`src/hdl/atm_pkg.sv`:
```
// Shared types, codes and reply words for the AT response line matcher.
package atm_pkg;

  // Default line buffer size, one more than the number of characters kept.
  localparam int unsigned LINE_CHARS_DEF = 20;

  // Item operation codes.
  typedef enum logic [1:0] {
    OP_START = 2'd0,
    OP_BYTE  = 2'd1,
    OP_TICK  = 2'd2
  } op_t;

  // Match mode register codes.
  localparam logic [1:0] MODE_GENERAL = 2'd0;
  localparam logic [1:0] MODE_CONNECT = 2'd1;
  localparam logic [1:0] MODE_PROMPT  = 2'd2;

  // Verdict codes.
  localparam logic [1:0] V_SUCCESS = 2'd0;
  localparam logic [1:0] V_ERROR   = 2'd1;
  localparam logic [1:0] V_TIMEOUT = 2'd2;

  // Configuration register indexes.
  localparam logic REG_MATCH_MODE = 1'b0;
  localparam logic REG_TIMEOUT    = 1'b1;

  // Special bytes.
  localparam logic [7:0] CH_CR     = 8'h0D;
  localparam logic [7:0] CH_LF     = 8'h0A;
  localparam logic [7:0] CH_PROMPT = 8'h3E;
  localparam logic [7:0] CH_NUL    = 8'h00;

  // Reset value of the timeout register.
  localparam logic [7:0] TIMEOUT_RST = 8'd2;

  // Reply words are held right-aligned: byte 0 is the last character.
  localparam int unsigned WORD_MAX = 17;
  localparam int unsigned WLEN_W   = 5;
  typedef logic [WORD_MAX-1:0][7:0] word_t;

  localparam word_t W_OK      = "OK";
  localparam word_t W_SEND_OK = "SEND OK";
  localparam word_t W_ERROR   = "ERROR";
  localparam word_t W_FAIL    = "FAIL";
  localparam word_t W_ALREADY = "ALREADY CONNECTED";
  localparam word_t W_CLOSED  = "CLOSED";
  localparam word_t W_CONNECT = "CONNECT";

  localparam logic [WLEN_W-1:0] L_OK      = 5'd2;
  localparam logic [WLEN_W-1:0] L_SEND_OK = 5'd7;
  localparam logic [WLEN_W-1:0] L_ERROR   = 5'd5;
  localparam logic [WLEN_W-1:0] L_FAIL    = 5'd4;
  localparam logic [WLEN_W-1:0] L_ALREADY = 5'd17;
  localparam logic [WLEN_W-1:0] L_CLOSED  = 5'd6;
  localparam logic [WLEN_W-1:0] L_CONNECT = 5'd7;

endpackage

```
`src/hdl/atm_channels.sv`:
```
// Valid/ready channel interfaces for the input, result and configuration requests.
interface atm_in_if import atm_pkg::*; (input logic clk);
  logic       valid;
  logic       ready;
  logic [1:0] op;
  logic [7:0] rx_byte;

  modport source (output valid, output op, output rx_byte, input ready);
  modport sink (input valid, input op, input rx_byte, output ready);
endinterface

interface atm_out_if import atm_pkg::*; (input logic clk);
  logic       valid;
  logic       ready;
  logic       finished;
  logic [1:0] verdict;
  logic       armed;

  modport source (output valid, output finished, output verdict, output armed, input ready);
  modport sink (input valid, input finished, input verdict, input armed, output ready);
endinterface

interface atm_cfg_if import atm_pkg::*; (input logic clk);
  logic       valid;
  logic       ready;
  logic       index;
  logic [7:0] data;

  modport source (output valid, output index, output data, input ready);
  modport sink (input valid, input index, input data, output ready);
endinterface

```
`src/hdl/at_response_line_matcher_top.sv`:
```
// Top level of the AT response line matcher.
//
// The matcher follows the bytes a text-command modem sends back and decides
// the outcome of one command. Requests arrive on in_ch: a start request arms
// the matcher, a byte request adds a received byte to the current line (a
// carriage return or line feed ends and checks it), and a tick request counts
// one second toward the timeout. Every request gives exactly one result on
// out_ch: finished, verdict (success, error reply or timeout) and armed.
// cfg_ch writes the match mode and timeout registers; it is always ready. The
// user must write it only while the block is idle; it does not enforce this.
//
// Each request is handled in the cycle it is accepted; its result goes to the
// result register, or to the skid register while out_ch stalls. One request is
// taken every cycle while in_ch.ready is high. A two-entry output stage (result
// register plus skid register) keeps the input open while one result waits;
// in_ch.ready falls only when both are full, i.e. once a stalled result has
// another behind it. Reset clears the armed flag, line length, seconds count
// and both output entries, and sets mode to general and timeout to two seconds.
// The line buffer itself is not cleared; only entries below the length are read.
module at_response_line_matcher_top import atm_pkg::*; #(
  parameter int unsigned LINE_CHARS = LINE_CHARS_DEF
) (
  input logic      clk,
  input logic      rst_n,
  atm_in_if.sink   in_ch,
  atm_out_if.source out_ch,
  atm_cfg_if.sink  cfg_ch
);

  localparam int unsigned KEEP  = LINE_CHARS - 1;
  localparam int unsigned LEN_W = $clog2(KEEP + 1);
  localparam int unsigned IDX_W = $clog2(KEEP);

  // Compare the kept line, cut at its first zero byte, with one reply word.
  function automatic logic line_is(input word_t w, input logic [WLEN_W-1:0] wl,
                                   input logic [KEEP-1:0][7:0] chars,
                                   input logic [LEN_W-1:0] len);
    logic ok;
    int   j;
    ok = 1'b1;
    for (int i = 0; i < int'(WORD_MAX); i++) begin
      j = int'(wl) - 1 - i;
      if (i < int'(wl)) begin
        if (!(i < int'(len))) begin
          ok = 1'b0;
        end else if (chars[i] != w[j[WLEN_W-1:0]]) begin
          ok = 1'b0;
        end
      end
    end
    if ((int'(wl) < int'(len)) && (int'(wl) < int'(KEEP))) begin
      if (chars[IDX_W'(wl)] != CH_NUL) begin
        ok = 1'b0;
      end
    end
    return ok;
  endfunction

  // Configuration registers.
  logic [1:0] match_mode_r;
  logic [7:0] timeout_secs_r;

  // Matcher state.
  logic [KEEP-1:0][7:0] line_chars_r;
  logic [LEN_W-1:0]     line_length_r, line_length_nxt;
  logic [7:0]           seconds_seen_r, seconds_seen_nxt;
  logic                 waiting_r, waiting_nxt;

  // Output stage.
  logic       out_valid_r, skid_valid_r;
  logic       out_fin_r, skid_fin_r;
  logic [1:0] out_verdict_r, skid_verdict_r;
  logic       out_armed_r, skid_armed_r;

  logic       in_acc;
  logic       out_free;
  logic       wr_en;
  logic       res_fin;
  logic [1:0] res_verdict;
  logic [7:0] secs_inc;
  logic       is_connect_ok, is_general_ok, is_general_err;

  assign in_ch.ready  = !skid_valid_r;
  assign in_acc       = in_ch.valid && in_ch.ready;
  assign cfg_ch.ready = 1'b1;
  assign out_free     = !out_valid_r || out_ch.ready;

  // Reply word matches on the current line.
  assign is_connect_ok = line_is(W_CONNECT, L_CONNECT, line_chars_r, line_length_r) ||
                         line_is(W_OK, L_OK, line_chars_r, line_length_r) ||
                         line_is(W_ALREADY, L_ALREADY, line_chars_r, line_length_r);
  assign is_general_ok = line_is(W_OK, L_OK, line_chars_r, line_length_r) ||
                         line_is(W_SEND_OK, L_SEND_OK, line_chars_r, line_length_r);
  assign is_general_err = line_is(W_ERROR, L_ERROR, line_chars_r, line_length_r) ||
                          line_is(W_FAIL, L_FAIL, line_chars_r, line_length_r) ||
                          line_is(W_ALREADY, L_ALREADY, line_chars_r, line_length_r) ||
                          line_is(W_CLOSED, L_CLOSED, line_chars_r, line_length_r);

  // Saturating seconds count for a tick.
  assign secs_inc = (seconds_seen_r != 8'hFF) ? seconds_seen_r + 8'd1 : seconds_seen_r;

  // Next state and result for the request at the input.
  always_comb begin
    line_length_nxt  = line_length_r;
    seconds_seen_nxt = seconds_seen_r;
    waiting_nxt      = waiting_r;
    wr_en            = 1'b0;
    res_fin          = 1'b0;
    res_verdict      = V_SUCCESS;
    case (in_ch.op)
      OP_START: begin
        waiting_nxt      = 1'b1;
        line_length_nxt  = '0;
        seconds_seen_nxt = '0;
        if (timeout_secs_r == 8'd0) begin
          waiting_nxt = 1'b0;
          res_fin     = 1'b1;
          res_verdict = V_TIMEOUT;
        end
      end
      OP_BYTE: begin
        if (waiting_r) begin
          if (match_mode_r == MODE_PROMPT) begin
            if (in_ch.rx_byte == CH_PROMPT) begin
              waiting_nxt = 1'b0;
              res_fin     = 1'b1;
              res_verdict = V_SUCCESS;
            end
          end else if (in_ch.rx_byte == CH_CR || in_ch.rx_byte == CH_LF) begin
            if (line_length_r != '0) begin
              if (match_mode_r == MODE_CONNECT) begin
                if (is_connect_ok) begin
                  res_fin     = 1'b1;
                  res_verdict = V_SUCCESS;
                end
              end else if (is_general_ok) begin
                res_fin     = 1'b1;
                res_verdict = V_SUCCESS;
              end else if (is_general_err) begin
                res_fin     = 1'b1;
                res_verdict = V_ERROR;
              end
            end
            line_length_nxt = '0;
            if (res_fin) begin
              waiting_nxt = 1'b0;
            end
          end else if (line_length_r < LEN_W'(KEEP)) begin
            wr_en           = 1'b1;
            line_length_nxt = line_length_r + 1'b1;
          end
        end
      end
      OP_TICK: begin
        if (waiting_r) begin
          seconds_seen_nxt = secs_inc;
          if (secs_inc >= timeout_secs_r) begin
            waiting_nxt = 1'b0;
            res_fin     = 1'b1;
            res_verdict = V_TIMEOUT;
          end
        end
      end
      default: begin
      end
    endcase
  end

  // Control state and configuration registers.
  always_ff @(posedge clk) begin
    if (!rst_n) begin
      match_mode_r   <= MODE_GENERAL;
      timeout_secs_r <= TIMEOUT_RST;
      line_length_r  <= '0;
      seconds_seen_r <= '0;
      waiting_r      <= 1'b0;
    end else begin
      if (cfg_ch.valid && cfg_ch.ready) begin
        case (cfg_ch.index)
          REG_MATCH_MODE: match_mode_r   <= cfg_ch.data[1:0];
          REG_TIMEOUT:    timeout_secs_r <= cfg_ch.data;
          default: begin
          end
        endcase
      end
      if (in_acc) begin
        line_length_r  <= line_length_nxt;
        seconds_seen_r <= seconds_seen_nxt;
        waiting_r      <= waiting_nxt;
      end
    end
  end

  // Line buffer write.
  always_ff @(posedge clk) begin
    if (in_acc && wr_en) begin
      line_chars_r[line_length_r[IDX_W-1:0]] <= in_ch.rx_byte;
    end
  end

  // Output stage valid flags.
  always_ff @(posedge clk) begin
    if (!rst_n) begin
      out_valid_r  <= 1'b0;
      skid_valid_r <= 1'b0;
    end else if (out_free) begin
      if (skid_valid_r) begin
        out_valid_r  <= 1'b1;
        skid_valid_r <= 1'b0;
      end else begin
        out_valid_r <= in_acc;
      end
    end else if (in_acc) begin
      skid_valid_r <= 1'b1;
    end
  end

  // Output stage payload.
  always_ff @(posedge clk) begin
    if (out_free) begin
      if (skid_valid_r) begin
        out_fin_r     <= skid_fin_r;
        out_verdict_r <= skid_verdict_r;
        out_armed_r   <= skid_armed_r;
      end else if (in_acc) begin
        out_fin_r     <= res_fin;
        out_verdict_r <= res_verdict;
        out_armed_r   <= waiting_nxt;
      end
    end else if (in_acc) begin
      skid_fin_r     <= res_fin;
      skid_verdict_r <= res_verdict;
      skid_armed_r   <= waiting_nxt;
    end
  end

  assign out_ch.valid    = out_valid_r;
  assign out_ch.finished = out_fin_r;
  assign out_ch.verdict  = out_verdict_r;
  assign out_ch.armed    = out_armed_r;

endmodule

```
`src/flat_wrapper.sv`:
```
// flat-port wrapper written by rule: the top's interface ports become plain ports
module at_response_line_matcher_top_flat import atm_pkg::*;
#(
  parameter int unsigned LINE_CHARS = LINE_CHARS_DEF
)
  (clk, rst_n, in_ch_valid, in_ch_op, in_ch_rx_byte, in_ch_ready, out_ch_valid, out_ch_finished, out_ch_verdict, out_ch_armed, out_ch_ready, cfg_ch_valid, cfg_ch_index, cfg_ch_data, cfg_ch_ready);
  atm_in_if in_ch_i (.clk(clk));
  atm_out_if out_ch_i (.clk(clk));
  atm_cfg_if cfg_ch_i (.clk(clk));
  input logic clk;
  input logic rst_n;
  input wire logic [$bits(in_ch_i.valid)-1:0] in_ch_valid;
  input wire logic [$bits(in_ch_i.op)-1:0] in_ch_op;
  input wire logic [$bits(in_ch_i.rx_byte)-1:0] in_ch_rx_byte;
  output wire logic [$bits(in_ch_i.ready)-1:0] in_ch_ready;
  output wire logic [$bits(out_ch_i.valid)-1:0] out_ch_valid;
  output wire logic [$bits(out_ch_i.finished)-1:0] out_ch_finished;
  output wire logic [$bits(out_ch_i.verdict)-1:0] out_ch_verdict;
  output wire logic [$bits(out_ch_i.armed)-1:0] out_ch_armed;
  input wire logic [$bits(out_ch_i.ready)-1:0] out_ch_ready;
  input wire logic [$bits(cfg_ch_i.valid)-1:0] cfg_ch_valid;
  input wire logic [$bits(cfg_ch_i.index)-1:0] cfg_ch_index;
  input wire logic [$bits(cfg_ch_i.data)-1:0] cfg_ch_data;
  output wire logic [$bits(cfg_ch_i.ready)-1:0] cfg_ch_ready;
  assign in_ch_i.valid = in_ch_valid;
  assign in_ch_i.op = in_ch_op;
  assign in_ch_i.rx_byte = in_ch_rx_byte;
  assign in_ch_ready = in_ch_i.ready;
  assign out_ch_valid = out_ch_i.valid;
  assign out_ch_finished = out_ch_i.finished;
  assign out_ch_verdict = out_ch_i.verdict;
  assign out_ch_armed = out_ch_i.armed;
  assign out_ch_i.ready = out_ch_ready;
  assign cfg_ch_i.valid = cfg_ch_valid;
  assign cfg_ch_i.index = cfg_ch_index;
  assign cfg_ch_i.data = cfg_ch_data;
  assign cfg_ch_ready = cfg_ch_i.ready;
  at_response_line_matcher_top #(.LINE_CHARS(LINE_CHARS)) u_core (.clk(clk), .rst_n(rst_n), .in_ch(in_ch_i), .out_ch(out_ch_i), .cfg_ch(cfg_ch_i));
endmodule
```
`config.mk`:
```
export PLATFORM = sky130hd
export DESIGN_NAME = at_response_line_matcher_top_flat
export DESIGN_NICKNAME = d
export VERILOG_FILES = /design/src/hdl/atm_pkg.sv /design/src/hdl/atm_channels.sv /design/src/hdl/at_response_line_matcher_top.sv /design/src/flat_wrapper.sv
export SDC_FILE = /design/constraint.sdc
export NUM_CORES = 1
export LEC_CHECK = 0
export ABC_AREA = 1
export BUFFER_PORTS_ARGS = -buffer_cell sky130_fd_sc_hd__buf_2
export CAP_MARGIN = 20
export CORE_ASPECT_RATIO = 0.75
export CORE_MARGIN = 2
export CORE_UTILIZATION = 40
export DETAILED_ROUTE_END_ITERATION = 16
export PLACE_DENSITY = 0.67
export SLEW_MARGIN = 20
export SYNTH_ARGS = -nofsm -noshare
export SYNTH_HDL_FRONTEND = slang
export SYNTH_SLANG_ARGS = --single-unit
```
`constraint.sdc`:
```
create_clock -name clk -period 2.9 [get_ports clk]
set_input_delay 0.29 -clock clk [delete_from_list [all_inputs] [get_ports clk]]
set_output_delay 0.29 -clock clk [all_outputs]
set_load 0.01 [all_outputs]
```
; Word level (Yosys, flattened, before mapping)
; Index checks and enable logic that the tools add are counted.
[classes]
add_sub_neg = 2
muxes = 168
magnitude_cmp = 22
reduce_logical = 32
n_eq_ne = 54
bitwise_logic = 3
[op_table]
columns = cell, count
row1 = "inequality test 8 x 7 -> 1 bit, second input constant", 40
row2 = bitwise mux 152 bit, 1
row3 = 2-to-1 mux 1 bit, 143
row4 = nonzero test 8 bit, 6
row5 = demux 8 bit (select 5 bit), 1
row6 = "< comparator 4 x 5 -> 1 bit, first input constant", 8
row7 = 2-to-1 mux 8 bit, 3
row8 = 2-to-1 mux 2 bit, 11
row9 = "< comparator 3 x 5 -> 1 bit, first input constant", 4
row10 = 2-to-1 mux 5 bit, 4
row11 = "== test 8 x 4 -> 1 bit, second input constant", 2
row12 = "inequality test 8 x 6 -> 1 bit, second input constant", 2
row13 = case mux 8 bit (2 select lines), 1
row14 = "< comparator 1 x 5 -> 1 bit, first input constant", 2
row15 = "< comparator 2 x 5 -> 1 bit, first input constant", 2
row16 = "< comparator 5 bit, first input constant", 2
row17 = case mux 5 bit (2 select lines), 1
row18 = "adder 8 x 1 -> 8 bit, second input constant", 1
row19 = "== test 8 x 6 -> 1 bit, second input constant", 1
row20 = >= comparator 8 bit, 1
row21 = logical NOT 8 bit, 1
row22 = logical OR 1 bit, 8
row23 = "inequality test 8 bit, second input constant", 1
row24 = AND reduction 2 bit, 4
row25 = 20 further kinds, 31
[word_totals]
register_bits = 186
out_inout_bits = 7
wordCells = 313

; Logic depth before layout (Yosys ltp)
[depth]
depth_word = 54
mapped_depth = 18
ltp_nobuf = 18

; Worst setup path after synthesis
; No wires, ideal clock.
[synth_timing]
kind = register to register
start = register u_core.seconds_seen_r[0]
end = register u_core.out_armed_r, in the netlist u_core.out_ch.armed (data pin)
path_buffers = 0
arrival_ns = 2.318
path_stages_with_launch = 16
slack_ns = 0.324
cell_sequence = dfxtp_1 -> ha_1 -> nand2_1 -> nor3_1 -> nand3_1 -> mux2_2 -> ha_1 -> a21oi_1 -> o21ai_0 -> nand2_1 -> nand4_1 -> nand2_2 -> nand2_1 -> nand2_1 -> nand2_2 -> o21ai_2
[synth_via]
elab_chain_cells = 8
elab_cells_between_ends = 9
classes_between = 1 x add/sub / 1 x order compare / 1 x eq/ne / 6 x mux
[synth_rtl]
columns = item, line
row1 = "start, declared", at_response_line_matcher_top.sv:66  ; logic [7:0] seconds_seen_r, seconds_seen_nxt;
row2 = "start signal, assigned", at_response_line_matcher_top.sv:188  ; seconds_seen_r <= seconds_seen_nxt;
row3 = adder 8 x 1 -> 8 bit / inequality test 8 bit (equally long branches), at_response_line_matcher_top.sv:100  ; assign secs_inc = (seconds_seen_r != 8'hFF) ? seconds_seen_r + 8'd1 : seconds_seen_r;
row4 = 2-to-1 mux 8 bit *, at_response_line_matcher_top.sv:100
row5 = >= comparator 8 bit *, at_response_line_matcher_top.sv:157  ; if (secs_inc >= timeout_secs_r) begin
row6 = 2-to-1 mux 1 bit *, at_response_line_matcher_top.sv:157
row7 = 2-to-1 mux 1 bit *, at_response_line_matcher_top.sv:155  ; if (waiting_r) begin
row8 = case mux 1 bit (3 select lines) *, at_response_line_matcher_top.sv:110  ; case (in_ch.op)
row9 = 2-to-1 mux 1 bit *, at_response_line_matcher_top.sv:225  ; end else if (in_acc) begin
row10 = 2-to-1 mux 1 bit *, at_response_line_matcher_top.sv:221  ; if (skid_valid_r) begin
row11 = "end signal, assigned", at_response_line_matcher_top.sv:224  ; out_armed_r <= skid_armed_r;
row12 = "end signal, assigned", at_response_line_matcher_top.sv:228  ; out_armed_r <= waiting_nxt;
row13 = "end, declared", at_response_line_matcher_top.sv:73  ; logic out_armed_r, skid_armed_r;
; Mark *: on every way between the ends. The rest lies on a longest branch, timed or not. The select of a mux whose other input is x is not followed.
; A chain may end at the register's enable or synchronous reset.

; Worst setup path in the final report
[layout_timing]
start = register u_core.seconds_seen_r[0]
end = register u_core.out_verdict_r[1], in the netlist u_core.out_ch.verdict[1] (data pin)
[layout_via]
elab_chain_cells = 8
elab_cells_between_ends = 9
classes_between = 1 x add/sub / 1 x order compare / 1 x eq/ne / 6 x mux
[layout_rtl]
columns = item, line
row1 = adder 8 x 1 -> 8 bit / inequality test 8 bit (equally long branches), at_response_line_matcher_top.sv:100
row2 = 2-to-1 mux 8 bit *, at_response_line_matcher_top.sv:100
row3 = >= comparator 8 bit *, at_response_line_matcher_top.sv:157
row4 = 2-to-1 mux 2 bit *, at_response_line_matcher_top.sv:157
row5 = 2-to-1 mux 2 bit *, at_response_line_matcher_top.sv:155
row6 = case mux 2 bit (3 select lines) *, at_response_line_matcher_top.sv:110
row7 = named net u_core.res_verdict[1], at_response_line_matcher_top.sv:79  ; logic [1:0] res_verdict;
row8 = 2-to-1 mux 2 bit *, at_response_line_matcher_top.sv:225
row9 = 2-to-1 mux 2 bit *, at_response_line_matcher_top.sv:221
row10 = "end signal, assigned", at_response_line_matcher_top.sv:223  ; out_verdict_r <= skid_verdict_r;
row11 = "end signal, assigned", at_response_line_matcher_top.sv:227  ; out_verdict_r <= res_verdict;
row12 = "end, declared", at_response_line_matcher_top.sv:72  ; logic [1:0] out_verdict_r, skid_verdict_r;
; Mark *: on every way through the listed nets, which the timed path passes. The rest lies on a longest branch. The select of a mux whose other input is x is not followed.

==> run metrics <==
CTS tree=yes; Skew-Pair Late Insertion Delay=0.43 ns; CP required=3.20 ns; clock sink count=178; cell area after layout=9150 µm²; worst setup path end=u_core.out_ch.verdict[1]; worst vdd ir=0.341 mV; Clock Path Buffers=2; Lkg Pwr=0.00362 µW; R2R depth=13; hpwl dp=12,200 µm; PortBufs=29; Distinct cells, synth=36; Core Area=19,500 µm²; GRT Total Usage=17.2%; status=finished, violations left; via count=5,529; Critical R2R Launch=u_core.seconds_seen_r[0]; gpl congestion=0.933; Layout Cells excl Fill=1,165; postcts setup bufs=0; failing checks=DRC; Worst setup startpoint=u_core.seconds_seen_r[0]; Area after DPL=8570 µm²; fmax=0.372 GHz; Antenna diodes=0; max-cap viol count=0; global-route wire length before repair=27,700 µm; RR Endpoint=u_core.out_ch.verdict[1]; FFs w/ async S/R, synth=0%; final worst-path cycle share=92.6%; worst-case clock skew=0.0107 ns; Area Growth Syn to Fin=14.0%; final hold vios=0; count of final setup violators=0; syn_nets=882; Hold-fix buffers, CTS=0; fin nets=941; WL per Instance=14.9 µm; Initial Util=41.2%; worst slew pin tran=0.755 ns; part of the power in the clock network=42.7%; Min Clock Period, post-route=2.69 ns; Post-Syn Area=8020 µm²; initial antenna violation count=0; clk slew on worst S/H paths=0.07 ns; Die ar.=21,200 µm²; io pins=31; syn_area_per_cell=9.54 µm²; Worst Setup End Kind=register; Iter 0 DRT Violations=599; Die Y=127 µm; Power Density=571 nW/µm²; synth warn=0; pin count of the biggest net entering global routing=21; crit start category=register; setup ws final=0.214 ns; final max-slew violation count=0; sequential area share after synthesis=63.4%; router iterations before antenna repair=11; clock buffer count from CTS=17; Worst slew margin=49.5%; hold slack=0.104 ns; dpl ws=0.182 ns; Arrival @ worst endpoint=2.99 ns; H-Tree Depth=4; flop2flop setup slack=0.21 ns; FF+latch count, synth=178; P_int=4060 µW; Post-Syn Instances=841; register share of total power=53.7%; share of cells above drive strength 1=10.3%; Comb power frac=3.6%; Psw=1160 µW; EDFF count, synth=152; drt total wl=17,300 µm; root buf cell=clkbuf_16; vias per cell=4.75; crit-path max FO=4; RSZ-0062 raised after global routing=no; vias in the first global route=5,177; CP Class=reg -> reg; DP Cell Count=1,134; setup_tns=0 ns; Switching Fraction=22.2%; Primary FF master, synth=edfxtp_1; GRT overflow=0; die extent in x=168 µm; Min-Delay Path Class=in -> reg; remaining antenna violation count after routing=0; DRC viols=2; Cell Rows=44
-- power groups by stage --
stage               Combinational (µW)  Sequential [µW]  Clock (µW)
floorplan                         88.5             2860           0
global placement                   188             2860           0
detailed placement                 190             2860           0
CTS                                190             2810        2280
global route                       214             2810        2390
finish                             188             2810        2230
-- final cells by class --
class,instances,area (µm²)
Clock buffer,18,429
Clock inverter,13,144
Fill cell,1869,10300
Inverter,132,495
Multi-Input combinational cell,526,2410
Sequential cell,178,5080
Tap cell,253,317
Timing Repair Buffer,45,265
-- flip-flops by register name, indices dropped and copies added, names as in the netlist, 2 cells and up --
register	count
u_core.out_ch.verdict	2
u_core.timeout_secs_r	8
u_core.line_chars_r	144
u_core.skid_verdict_r	2
u_core.seconds_seen_r	8
u_core.match_mode_r	2
u_core.line_length_r	5
-- critical path, stage by stage, from the launching register on --
cell and delay, ns:
dfxtp_1 0.39, ha_1 0.20, nand2_1 0.10, nor3_2 0.18, nand3_1 0.20, mux2_2 0.34, ha_1 0.30, a21oi_1 0.06
o21ai_0 0.13, nand2_1 0.10, a31o_2 0.22, a21oi_1 0.18, nand2_1 0.08, nand2_1 0.06
-- how the worst min path moves through the flow --
stage,start,end,depth (start not counted)
6_report,cfg_ch_data[1],u_core.match_mode_r[1],3
5_1_grt,cfg_ch_data[1],u_core.match_mode_r[1],3
4_1_cts,cfg_ch_data[1],u_core.match_mode_r[1],3
3_5_place_dp,u_core.seconds_seen_r[5],u_core.seconds_seen_r[5],2
3_3_place_gp,u_core.seconds_seen_r[5],u_core.seconds_seen_r[5],2
2_1_floorplan,in_ch_rx_byte[0],u_core.line_chars_r[0],0
-- synth_stat cells, drive strengths merged, types with 2 or more instances --
library cell / n / area [µm²]
edfxtp: 152 / 4560
inv: 131 / 492
or2: 3 / 18.8
nand2: 194 / 741
xor2: 3 / 26.3
nand3: 39 / 195
nor3b: 2 / 15.0
nand3b: 2 / 15.0
o21ai: 19 / 103
xnor2: 3 / 26.3
clkbuf: 2 / 7.51
nor3: 12 / 60.1
buf: 3 / 26.3
ha: 17 / 213
a21oi: 33 / 169
a31oi: 2 / 12.5
nor2: 179 / 687
dfxtp: 26 / 521
nand4: 10 / 62.6
-- routing by layer --
| layer | routed length (µm) | track usage [%] | up-vias |
|---|---|---|---|
| li1 | - | - | 2836 |
| met1 | 8940 | 25.9 | 2523 |
| met2 | 7240 | 25.1 | 157 |
| met3 | 945 | 3.81 | 13 |
| met4 | 177 | 5.12 | 0 |
| met5 | 0 | 0 | - |
-- per-stage QoR --
stage	util (%)	power [µW]
2_1_floorplan	-	2950
4_1_cts	46.9	5270
3_3_place_gp	44.0	3050
6_report	46.9	5230
3_5_place_dp	44.0	3050
5_1_grt	46.9	5410
-- timing repair --
item / 4_1_cts / 5_1_grt
endpoints found under the hold margin: 0 / 0
setup endpoints to repair: 0 / 6
gates resized for setup: 0 / 1
-- cells in the final DEF, fill, tap and decap left out, drive strengths merged --
master	instances
o211ai	1
dfxtp	26
xor2	3
bufinv	1
clkbuf	18
nor4	1
buf	45
a31o	1
nand3	39
clkinv	3
edfxtp	152
nand2	194
ha	17
a31oi	2
nand3b	2
nand4	10
a41o	1
nor2	179
clkinvlp	2
inv	139
o21a	1
xnor2	3
a211oi	1
nor3b	2
or2	3
o21ai	19
nor3	12
conb	1
mux2	1
a21oi	33
-- cell families (layout without fill, tap and decap cells) --
kind of cell,after synthesis,in the layout,synth area share (%)
adder cells (fa/ha/maj),17,17,2.65
multiplexers,1,1,0.140
buffers and inverters,137,208,6.60
flip-flops,178,178,63.4
AO/OA/AOI/OAI,59,59,4.06
AND/OR/NAND/NOR,442,442,22.4
XOR/XNOR,6,6,0.655
other,1,1,0.0468
(Power assumes the default switching activity.)
